[config.mk]
export PLATFORM = sky130hd
export DESIGN_NAME = tls_client_hello_field_parser
export DESIGN_NICKNAME = d
export VERILOG_FILES = /design/src/rtl/core/tchp_pkg.sv /design/src/rtl/core/tchp_in_stage.sv /design/src/rtl/core/tchp_parser.sv /design/src/rtl/core/tchp_rsp_reg.sv /design/src/rtl/core/tls_client_hello_field_parser.sv
export SDC_FILE = /design/constraint.sdc
export NUM_CORES = 1
export LEC_CHECK = 0
export BUFFER_PORTS_ARGS = -buffer_cell sky130_fd_sc_hd__buf_2
export CAP_MARGIN = 10
export CORE_MARGIN = 3
export CORE_UTILIZATION = 35
export CTS_BUF_LIST = sky130_fd_sc_hd__clkbuf_4 sky130_fd_sc_hd__clkbuf_8 sky130_fd_sc_hd__clkbuf_16
export DETAILED_ROUTE_END_ITERATION = 8
export SYNTH_ARGS = -nofsm -noshare
export SYNTH_HDL_FRONTEND = slang
export SYNTH_SLANG_ARGS = --single-unit
[constraint.sdc]
create_clock -name clock -period 5.3 [get_ports clock]
set_clock_uncertainty 0.05 [all_clocks]
set_input_delay 1.59 -clock clock [delete_from_list [all_inputs] [get_ports clock]]
set_output_delay 1.59 -clock clock [all_outputs]
set_load 0.05 [all_outputs]
[src/rtl/core/tchp_pkg.sv]
// shared types and constants for the tls client hello field parser
`default_nettype none

package tchp_pkg;

   // parse phases, one-hot
   typedef enum logic [17:0] {
      PH_IDLE       = 18'h00001,
      PH_RECVER     = 18'h00002,
      PH_RECLEN     = 18'h00004,
      PH_HSTYPE     = 18'h00008,
      PH_HSLEN      = 18'h00010,
      PH_HELLOVER   = 18'h00020,
      PH_GMT        = 18'h00040,
      PH_RANDOM     = 18'h00080,
      PH_SIDLEN     = 18'h00100,
      PH_SIDSKIP    = 18'h00200,
      PH_CIPHLEN    = 18'h00400,
      PH_CIPHER     = 18'h00800,
      PH_COMPCNT    = 18'h01000,
      PH_COMP       = 18'h02000,
      PH_EXTLEN     = 18'h04000,
      PH_EXTTYPE    = 18'h08000,
      PH_EXTITEMLEN = 18'h10000,
      PH_EXTSKIP    = 18'h20000
   } phase_type;

   // field kinds on the result channel
   localparam logic [3:0] KIND_RECTYPE    = 4'd0;
   localparam logic [3:0] KIND_RECVER     = 4'd1;
   localparam logic [3:0] KIND_RECLEN     = 4'd2;
   localparam logic [3:0] KIND_HSTYPE     = 4'd3;
   localparam logic [3:0] KIND_HSLEN      = 4'd4;
   localparam logic [3:0] KIND_HELLOVER   = 4'd5;
   localparam logic [3:0] KIND_GMT        = 4'd6;
   localparam logic [3:0] KIND_SIDLEN     = 4'd7;
   localparam logic [3:0] KIND_CIPHCNT    = 4'd8;
   localparam logic [3:0] KIND_CIPHER     = 4'd9;
   localparam logic [3:0] KIND_COMPCNT    = 4'd10;
   localparam logic [3:0] KIND_COMP       = 4'd11;
   localparam logic [3:0] KIND_EXTLEN     = 4'd12;
   localparam logic [3:0] KIND_EXTTYPE    = 4'd13;
   localparam logic [3:0] KIND_EXTITEMLEN = 4'd14;
   localparam logic [3:0] KIND_END        = 4'd15;

   localparam logic [15:0] RANDOM_BYTES = 16'd28;
   localparam logic [23:0] OFFSET_MAX   = 24'hFFFFFF;

   typedef struct packed {
      logic [7:0] data_byte;
      logic       start_req;
   } item_type;

   typedef struct packed {
      logic        valid;
      logic [3:0]  field_kind;
      logic [31:0] field_value;
      logic        last;
   } result_type;

endpackage

`default_nettype wire

[src/rtl/core/tchp_in_stage.sv]
// input register stage for incoming request bytes
`default_nettype none

module tchp_in_stage (
   input  wire logic              clock,
   input  wire logic              reset,
   input  wire logic              req_valid,
   output logic                   req_stall,
   input  wire tchp_pkg::item_type req_item,
   input  wire logic              advance,
   output logic                   item_valid,
   output tchp_pkg::item_type     item
);

   logic               valid_ff;
   logic               valid_in;
   tchp_pkg::item_type item_ff;
   logic               accept;

   assign req_stall = valid_ff && !advance;
   assign accept    = req_valid && !req_stall;

   always_comb begin
      if (accept) begin
         valid_in = 1'b1;
      end else if (advance) begin
         valid_in = 1'b0;
      end else begin
         valid_in = valid_ff;
      end
   end

   always_ff @(posedge clock) begin
      if (reset) begin
         valid_ff <= 1'b0;
      end else begin
         valid_ff <= valid_in;
      end
   end

   always_ff @(posedge clock) begin
      if (accept) begin
         item_ff <= req_item;
      end
   end

   assign item_valid = valid_ff;
   assign item       = item_ff;

endmodule

`default_nettype wire

[src/rtl/core/tchp_parser.sv]
// parse state and per-byte field decode
`default_nettype none

module tchp_parser (
   input  wire logic               clock,
   input  wire logic               reset,
   input  wire logic               step,
   input  wire tchp_pkg::item_type item,
   output tchp_pkg::result_type    res
);

   tchp_pkg::phase_type phase_ff, phase_in;
   logic [2:0]          idx_ff, idx_in;
   logic [31:0]         acc_ff, acc_in;
   logic [23:0]         off_ff, off_in;
   logic [23:0]         hlen_ff, hlen_in;
   logic [15:0]         items_ff, items_in;
   logic [15:0]         skip_ff, skip_in;

   logic [31:0] gath_acc;
   logic [2:0]  gath_idx;
   logic [2:0]  gath_need;
   logic        gath_done;
   logic        uses_gather;
   logic        counts_offset;
   logic [23:0] off_inc;
   logic        at_end;
   logic [15:0] items_dec;
   logic [15:0] skip_dec;
   logic [7:0]  b;

   assign b         = item.data_byte;
   assign gath_acc  = {acc_ff[23:0], b};
   assign gath_idx  = idx_ff + 3'd1;
   assign off_inc   = (off_ff != tchp_pkg::OFFSET_MAX) ? off_ff + 24'd1 : off_ff;
   assign at_end    = off_inc >= hlen_ff;
   assign items_dec = items_ff - 16'd1;
   assign skip_dec  = skip_ff - 16'd1;

   always_comb begin
      case (phase_ff)
         tchp_pkg::PH_HSLEN: begin
            gath_need = 3'd3;
         end
         tchp_pkg::PH_GMT: begin
            gath_need = 3'd4;
         end
         default: begin
            gath_need = 3'd2;
         end
      endcase
   end

   assign gath_done = gath_idx >= gath_need;

   assign uses_gather = phase_ff inside {tchp_pkg::PH_RECVER, tchp_pkg::PH_RECLEN,
      tchp_pkg::PH_HSLEN, tchp_pkg::PH_HELLOVER, tchp_pkg::PH_GMT, tchp_pkg::PH_CIPHLEN,
      tchp_pkg::PH_CIPHER, tchp_pkg::PH_EXTLEN, tchp_pkg::PH_EXTTYPE,
      tchp_pkg::PH_EXTITEMLEN};

   // the hello body offset runs from the hello version on
   assign counts_offset = !(phase_ff inside {tchp_pkg::PH_IDLE, tchp_pkg::PH_RECVER,
      tchp_pkg::PH_RECLEN, tchp_pkg::PH_HSTYPE, tchp_pkg::PH_HSLEN});

   always_comb begin
      phase_in = phase_ff;
      idx_in   = idx_ff;
      acc_in   = acc_ff;
      off_in   = off_ff;
      hlen_in  = hlen_ff;
      items_in = items_ff;
      skip_in  = skip_ff;
      res      = '0;
      if (item.start_req) begin
         phase_in        = tchp_pkg::PH_RECVER;
         idx_in          = '0;
         acc_in          = '0;
         off_in          = '0;
         hlen_in         = '0;
         items_in        = '0;
         skip_in         = '0;
         res.valid       = 1'b1;
         res.field_kind  = tchp_pkg::KIND_RECTYPE;
         res.field_value = {24'd0, b};
      end else begin
         if (counts_offset) begin
            off_in = off_inc;
         end
         if (uses_gather) begin
            acc_in = gath_done ? 32'd0 : gath_acc;
            idx_in = gath_done ? 3'd0 : gath_idx;
         end
         case (phase_ff)
            tchp_pkg::PH_IDLE: begin
               phase_in = tchp_pkg::PH_IDLE;
            end
            tchp_pkg::PH_RECVER: begin
               if (gath_done) begin
                  phase_in        = tchp_pkg::PH_RECLEN;
                  res.valid       = 1'b1;
                  res.field_kind  = tchp_pkg::KIND_RECVER;
                  res.field_value = gath_acc;
               end
            end
            tchp_pkg::PH_RECLEN: begin
               if (gath_done) begin
                  phase_in        = tchp_pkg::PH_HSTYPE;
                  res.valid       = 1'b1;
                  res.field_kind  = tchp_pkg::KIND_RECLEN;
                  res.field_value = gath_acc;
               end
            end
            tchp_pkg::PH_HSTYPE: begin
               phase_in        = tchp_pkg::PH_HSLEN;
               res.valid       = 1'b1;
               res.field_kind  = tchp_pkg::KIND_HSTYPE;
               res.field_value = {24'd0, b};
            end
            tchp_pkg::PH_HSLEN: begin
               if (gath_done) begin
                  hlen_in         = gath_acc[23:0];
                  off_in          = '0;
                  phase_in        = tchp_pkg::PH_HELLOVER;
                  res.valid       = 1'b1;
                  res.field_kind  = tchp_pkg::KIND_HSLEN;
                  res.field_value = {8'd0, gath_acc[23:0]};
               end
            end
            tchp_pkg::PH_HELLOVER: begin
               if (gath_done) begin
                  phase_in        = tchp_pkg::PH_GMT;
                  res.valid       = 1'b1;
                  res.field_kind  = tchp_pkg::KIND_HELLOVER;
                  res.field_value = gath_acc;
               end
            end
            tchp_pkg::PH_GMT: begin
               if (gath_done) begin
                  skip_in         = tchp_pkg::RANDOM_BYTES;
                  phase_in        = tchp_pkg::PH_RANDOM;
                  res.valid       = 1'b1;
                  res.field_kind  = tchp_pkg::KIND_GMT;
                  res.field_value = gath_acc;
               end
            end
            tchp_pkg::PH_RANDOM: begin
               skip_in = skip_dec;
               if (skip_dec == 16'd0) begin
                  phase_in = tchp_pkg::PH_SIDLEN;
               end
            end
            tchp_pkg::PH_SIDLEN: begin
               if (b == 8'd0) begin
                  phase_in = tchp_pkg::PH_CIPHLEN;
               end else begin
                  skip_in  = {8'd0, b};
                  phase_in = tchp_pkg::PH_SIDSKIP;
               end
               res.valid       = 1'b1;
               res.field_kind  = tchp_pkg::KIND_SIDLEN;
               res.field_value = {24'd0, b};
            end
            tchp_pkg::PH_SIDSKIP: begin
               skip_in = skip_dec;
               if (skip_dec == 16'd0) begin
                  phase_in = tchp_pkg::PH_CIPHLEN;
               end
            end
            tchp_pkg::PH_CIPHLEN: begin
               if (gath_done) begin
                  // two bytes per suite, an odd byte is dropped
                  items_in        = {1'b0, gath_acc[15:1]};
                  phase_in        = (gath_acc[15:1] == 15'd0) ? tchp_pkg::PH_COMPCNT
                                                              : tchp_pkg::PH_CIPHER;
                  res.valid       = 1'b1;
                  res.field_kind  = tchp_pkg::KIND_CIPHCNT;
                  res.field_value = {17'd0, gath_acc[15:1]};
               end
            end
            tchp_pkg::PH_CIPHER: begin
               if (gath_done) begin
                  items_in = items_dec;
                  if (items_dec == 16'd0) begin
                     phase_in = tchp_pkg::PH_COMPCNT;
                  end
                  res.valid       = 1'b1;
                  res.field_kind  = tchp_pkg::KIND_CIPHER;
                  res.field_value = gath_acc;
               end
            end
            tchp_pkg::PH_COMPCNT: begin
               items_in = {8'd0, b};
               if (b == 8'd0) begin
                  if (at_end) begin
                     phase_in = tchp_pkg::PH_IDLE;
                     res.last = 1'b1;
                  end else begin
                     phase_in = tchp_pkg::PH_EXTLEN;
                  end
               end else begin
                  phase_in = tchp_pkg::PH_COMP;
               end
               res.valid       = 1'b1;
               res.field_kind  = tchp_pkg::KIND_COMPCNT;
               res.field_value = {24'd0, b};
            end
            tchp_pkg::PH_COMP: begin
               items_in = items_dec;
               if (items_dec == 16'd0) begin
                  if (at_end) begin
                     phase_in = tchp_pkg::PH_IDLE;
                     res.last = 1'b1;
                  end else begin
                     phase_in = tchp_pkg::PH_EXTLEN;
                  end
               end
               res.valid       = 1'b1;
               res.field_kind  = tchp_pkg::KIND_COMP;
               res.field_value = {24'd0, b};
            end
            tchp_pkg::PH_EXTLEN: begin
               if (gath_done) begin
                  if (at_end) begin
                     phase_in = tchp_pkg::PH_IDLE;
                     res.last = 1'b1;
                  end else begin
                     phase_in = tchp_pkg::PH_EXTTYPE;
                  end
                  res.valid       = 1'b1;
                  res.field_kind  = tchp_pkg::KIND_EXTLEN;
                  res.field_value = gath_acc;
               end
            end
            tchp_pkg::PH_EXTTYPE: begin
               if (gath_done) begin
                  phase_in        = tchp_pkg::PH_EXTITEMLEN;
                  res.valid       = 1'b1;
                  res.field_kind  = tchp_pkg::KIND_EXTTYPE;
                  res.field_value = gath_acc;
               end
            end
            tchp_pkg::PH_EXTITEMLEN: begin
               if (gath_done) begin
                  if (gath_acc == 32'd0) begin
                     if (at_end) begin
                        phase_in = tchp_pkg::PH_IDLE;
                        res.last = 1'b1;
                     end else begin
                        phase_in = tchp_pkg::PH_EXTTYPE;
                     end
                  end else begin
                     skip_in  = gath_acc[15:0];
                     phase_in = tchp_pkg::PH_EXTSKIP;
                  end
                  res.valid       = 1'b1;
                  res.field_kind  = tchp_pkg::KIND_EXTITEMLEN;
                  res.field_value = gath_acc;
               end
            end
            tchp_pkg::PH_EXTSKIP: begin
               skip_in = skip_dec;
               if (skip_dec == 16'd0) begin
                  if (at_end) begin
                     // message ends with an extension body
                     phase_in        = tchp_pkg::PH_IDLE;
                     res.valid       = 1'b1;
                     res.field_kind  = tchp_pkg::KIND_END;
                     res.field_value = '0;
                     res.last        = 1'b1;
                  end else begin
                     phase_in = tchp_pkg::PH_EXTTYPE;
                  end
               end
            end
            default: begin
               phase_in = tchp_pkg::PH_IDLE;
            end
         endcase
      end
   end

   always_ff @(posedge clock) begin
      if (reset) begin
         phase_ff <= tchp_pkg::PH_IDLE;
         idx_ff   <= '0;
         acc_ff   <= '0;
         off_ff   <= '0;
         hlen_ff  <= '0;
         items_ff <= '0;
         skip_ff  <= '0;
      end else if (step) begin
         phase_ff <= phase_in;
         idx_ff   <= idx_in;
         acc_ff   <= acc_in;
         off_ff   <= off_in;
         hlen_ff  <= hlen_in;
         items_ff <= items_in;
         skip_ff  <= skip_in;
      end
   end

   // a completed message leaves the parser idle
   a_last_goes_idle: assert property (@(posedge clock) disable iff (reset)
      step && res.valid && res.last |=> phase_ff == tchp_pkg::PH_IDLE)
      else $error("parser not idle after last field");

   // field byte count never passes the widest field
   a_idx_range: assert property (@(posedge clock) disable iff (reset)
      idx_ff < 3'd4)
      else $error("field byte index out of range");

   // idle bytes without a start make nothing
   a_idle_silent: assert property (@(posedge clock) disable iff (reset)
      step && phase_ff == tchp_pkg::PH_IDLE && !item.start_req |-> !res.valid)
      else $error("result produced while idle");

   a_end_is_last: assert property (@(posedge clock) disable iff (reset)
      res.valid && res.field_kind == tchp_pkg::KIND_END |-> res.last && res.field_value == '0)
      else $error("end result without last");

endmodule

`default_nettype wire

[src/rtl/core/tchp_rsp_reg.sv]
// result register driving the response channel
`default_nettype none

module tchp_rsp_reg (
   input  wire logic                 clock,
   input  wire logic                 reset,
   input  wire logic                 load,
   input  wire tchp_pkg::result_type res,
   output logic                      out_free,
   output logic                      rsp_valid,
   input  wire logic                 rsp_stall,
   output logic [3:0]                rsp_field_kind,
   output logic [31:0]               rsp_field_value,
   output logic                      rsp_last
);

   logic        valid_ff, valid_in;
   logic [3:0]  kind_ff;
   logic [31:0] value_ff;
   logic        last_ff;

   assign out_free = !valid_ff || !rsp_stall;

   always_comb begin
      if (load) begin
         valid_in = res.valid;
      end else if (!rsp_stall) begin
         valid_in = 1'b0;
      end else begin
         valid_in = valid_ff;
      end
   end

   always_ff @(posedge clock) begin
      if (reset) begin
         valid_ff <= 1'b0;
      end else begin
         valid_ff <= valid_in;
      end
   end

   always_ff @(posedge clock) begin
      if (load && res.valid) begin
         kind_ff  <= res.field_kind;
         value_ff <= res.field_value;
         last_ff  <= res.last;
      end
   end

   assign rsp_valid       = valid_ff;
   assign rsp_field_kind  = kind_ff;
   assign rsp_field_value = value_ff;
   assign rsp_last        = last_ff;

endmodule

`default_nettype wire

[src/rtl/core/tls_client_hello_field_parser.sv]
// top level of the tls client hello field parser
//
//   channel   direction  handshake            payload
//   req_      in         req_valid/req_stall  data_byte[7:0], start_req
//   rsp_      out        rsp_valid/rsp_stall  field_kind[3:0], field_value[31:0], last
//
// one request byte per cycle sustained while rsp_stall is low; each accepted byte is
// held in the input register, then its result in the result register
// the decode between the two registers is a single pass per byte
// reset clears the parse to idle and both registers to empty
// a stalled result holds in the result register; the input register keeps
// accepting as long as the result register can take the next byte's outcome
`default_nettype none

module tls_client_hello_field_parser (
   input  wire logic        clock,
   input  wire logic        reset,
   input  wire logic        req_valid,
   output logic             req_stall,
   input  wire logic [7:0]  req_data_byte,
   input  wire logic        req_start_req,
   output logic             rsp_valid,
   input  wire logic        rsp_stall,
   output logic [3:0]       rsp_field_kind,
   output logic [31:0]      rsp_field_value,
   output logic             rsp_last
);

   tchp_pkg::item_type   req_item;
   tchp_pkg::item_type   item;
   tchp_pkg::result_type res;
   logic                 item_valid;
   logic                 out_free;
   logic                 advance;

   assign req_item.data_byte = req_data_byte;
   assign req_item.start_req = req_start_req;

   assign advance = item_valid && out_free;

   tchp_in_stage u_in_stage (
      .clock      (clock),
      .reset      (reset),
      .req_valid  (req_valid),
      .req_stall  (req_stall),
      .req_item   (req_item),
      .advance    (advance),
      .item_valid (item_valid),
      .item       (item)
   );

   tchp_parser u_parser (
      .clock (clock),
      .reset (reset),
      .step  (advance),
      .item  (item),
      .res   (res)
   );

   tchp_rsp_reg u_rsp_reg (
      .clock           (clock),
      .reset           (reset),
      .load            (advance),
      .res             (res),
      .out_free        (out_free),
      .rsp_valid       (rsp_valid),
      .rsp_stall       (rsp_stall),
      .rsp_field_kind  (rsp_field_kind),
      .rsp_field_value (rsp_field_value),
      .rsp_last        (rsp_last)
   );

endmodule

`default_nettype wire
==> flow_summary.json <==
{
  "syn_area_mm2": 0.009980,
  "grt_pass1_vias": 8379,
  "overflow": 0,
  "cts_resized": 0,
  "synth-edff-count": 46,
  "path_clk_slew_ns": 0.07,
  "tritoncts": "yes",
  "vias_per_cell": 5.568,
  "firstDrtPassIters": 7,
  "syn_to_final_growth_pct": 11.42,
  "cts_htree_levels": 4,
  "cp.arrival_ns": 4.96,
  "grt_max_degree": 87,
  "relSlewSlack": 0.3165,
  "layout_common_cells": "nand2_1, dfxtp_1, nor2_1, a21oi_1, nand3_1",
  "grt_usage": 0.1832,
  "finalCritPeriodShare": 0.9180,
  "hpwlAfterDp_um": 19690,
  "fmax_mhz": 205.5,
  "diodes": 0,
  "power_density_mw_per_mm2": 256.8,
  "crit_type": "register to register",
  "dieHeight_um": 174.9,
  "fillCellCount": 2878,
  "synthCells": 1201,
  "cts_root_buf": "clkbuf_16",
  "start_util": 0.3573,
  "switchingPower_w": 0.0007576,
  "p_clk_frac": 0.443,
  "core_mm2": 0.02793,
  "status": "finished clean",
  "wl_per_cell_um": 17.53,
  "slew_violations": 0,
  "ys_types": 90,
  "postCtsSetupBuffers": 0,
  "power_w": 0.002856,
  "hold_ws_ns": 0.4005,
  "cts_num_sinks": 173,
  "hp-class": "register to register",
  "regToRegSetupSlack_ns": 0.43,
  "io_buffers": 51,
  "design_area_mm2": 0.01112,
  "hold_violations": 0,
  "synthArstFlopShare": 0,
  "chipWidth_um": 174.9,
  "ys.warnings.count": 0,
  "power.leakage_nw": 4.108,
  "cts_buffers": 17,
  "endpoint_kind": "register",
  "ios": 52,
  "final_common_cell": "nand2_1",
  "tightest_slew_ns": 1.022,
  "setup_viol": 0,
  "ys_ff_latch": 173,
  "switching_share": 0.2653,
  "totalWireLength_um": 28170,
  "nets": 1262,
  "seqPwrFrac": 0.488,
  "insertion_delay_ns": 0.44,
  "worstPathRequired_ns": 5.39,
  "finalWeightedCongestion": 0.9248,
  "critPathLaunchType": "register",
  "grt_pass1_wl_um": 45260,
  "vias": 8947,
  "place_area_mm2": 0.01054,
  "rsz0062_at_grt": "no",
  "synth-seq-area-share": 0.3932,
  "power_frac_comb": 0.069,
  "syn_area_per_cell_um2": 8.309,
  "cts_hold_buf": 0,
  "vdd_drop_max_mv": 0.1574,
  "drtIter0Drc": 820,
  "tns_ns": 0,
  "std_cell_rows": 61,
  "cp_max_fo": 29,
  "p_int_w": 0.002098,
  "design.die.area_mm2": 0.03058,
  "cap_violations": 0,
  "postRouteAntennaNets": 0,
  "drcViolationCount": 0,
  "syn_nets": 1247,
  "antenna_found_initial": 0,
  "fin_crit_ns": 4.866,
  "cts_buffer_depth": 2,
  "ys.flop_type": "dfxtp_1",
  "drive_gt1_frac": 0.1204
}
-- kinds of logic (layout without fill, tap and decap cells) --
kind of cell / Yosys count / after routing / synth area share
multiplexers: 12 / 12 / 0.01279
XOR/XNOR: 50 / 50 / 0.04388
AND/OR/NAND/NOR: 529 / 529 / 0.2706
adder cells (fa/ha/maj): 33 / 33 / 0.04137
buffers and inverters: 120 / 148 / 0.05253
AO/OA/AOI/OAI: 284 / 284 / 0.1857
flip-flops: 173 / 173 / 0.3932
-- metal layers --
layer  up-vias  global-route usage  share of wire
li1       4366                   -              -
met1      4257              0.2620           0.47
met2       276              0.2873           0.45
met3        48             0.02521          0.053
met4         0             0.05685          0.019
met5         -                   0              0
-- layout make-up --
cell class | instances | area (µm²) | area share
flip-flops and latches | 173 | 3924 | 0.3529
clock inverters | 14 | 151.4 | 0.01362
clock buffers | 18 | 432.9 | 0.03893
multi-input cells | 908 | 5545 | 0.4987
inverters | 44 | 165.2 | 0.01485
repair buffers | 72 | 427.9 | 0.03848
well taps | 378 | 473.0 | 0.04253
-- per-stage QoR --
step | setup slack, ns | utilization | std cells
2_1_floorplan | 0.3158 | - | 1201
3_3_place_gp | 0.6256 | 0.3771 | 1575
3_5_place_dp | 0.5112 | 0.3771 | 1575
4_1_cts | 0.4657 | 0.3981 | 1607
5_1_grt | 0.03868 | 0.3981 | 1607
6_report | 0.4345 | 0.3981 | 1607
-- synthesized netlist by cell type (9+ instances only) --
library cell,n,area (µm²)
inv_1,43,161.4
xnor2_1,30,262.8
clkbuf_1,53,198.9
and3_1,13,81.33
a21o_1,9,67.56
edfxtp_1,46,1381
xor2_1,20,175.2
nand3_1,81,405.4
and2_1,26,162.7
a22oi_1,27,202.7
o2bb2ai_1,11,96.34
buf_2,11,55.05
a21oi_1,105,525.5
dfxtp_1,127,2542
ha_1,33,412.9
or4_1,11,82.58
nor2_1,108,405.4
or3_1,12,75.07
o21ai_0,51,255.2
o211ai_1,10,75.07
nand2_1,149,559.3
nand3b_1,11,82.58
nor2b_1,11,68.82
nor4_1,21,131.4
nor3_1,24,120.1
nand4_1,13,81.33
-- state kept, by name (all words and copies together), names as in the netlist --
register / count
u_rsp_reg.rsp_field_value: 32
u_parser.acc_ff: 24
u_parser.hlen_ff: 24
u_parser.off_ff: 24
u_parser.phase_ff: 18
u_parser.items_ff: 16
u_parser.skip_ff: 16
u_in_stage.item: 9
u_rsp_reg.rsp_field_kind: 4
u_parser.idx_ff: 3
u_in_stage.item_valid: 1
u_rsp_reg.rsp_last: 1
u_rsp_reg.rsp_valid: 1
-- power groups by stage --
stage | Clock [W] | Combinational, W | Sequential (W)
after CTS | 0.00128 | 0.000195 | 0.00139
after floorplan | 0 | 0.000124 | 0.00143
after global routing | 0.00133 | 0.000212 | 0.00140
final | 0.00127 | 0.000196 | 0.00139
after detailed placement | 0 | 0.000194 | 0.00142
after global placement | 0 | 0.000193 | 0.00142
-- path summary, 6_finish.rpt --
kind,from,to,cells after the start
setup / recovery,u_parser.off_ff[3]$_SDFFE_PP0P_,u_rsp_reg.rsp_field_value[16]$_SDFFCE_PP0P_,15
hold / removal,u_parser.hlen_ff[5]$_SDFFE_PP0P_,u_parser.hlen_ff[5]$_SDFFE_PP0P_,2
setup reg to reg,u_parser.off_ff[3]$_SDFFE_PP0P_,u_rsp_reg.rsp_field_value[16]$_SDFFCE_PP0P_,15
hold reg to reg,u_parser.hlen_ff[5]$_SDFFE_PP0P_,u_parser.hlen_ff[5]$_SDFFE_PP0P_,2
-- worst max-delay path, stage by stage, from the launching register on --
cell and delay, ns:
dfxtp_1 0.45, and4_1 0.29, nand4_1 0.28, or4_1 0.69
nand2_1 0.26, nor4_1 0.13, xnor2_1 0.16, ha_1 0.33
nand4_1 0.11, nor3_1 0.27, nor4b_1 0.27, a21o_1 0.25
nand3b_1 0.23, o211a_1 0.23, nor2_4 0.31, buf_12 0.24
Power figures use the tool's default switching activity.
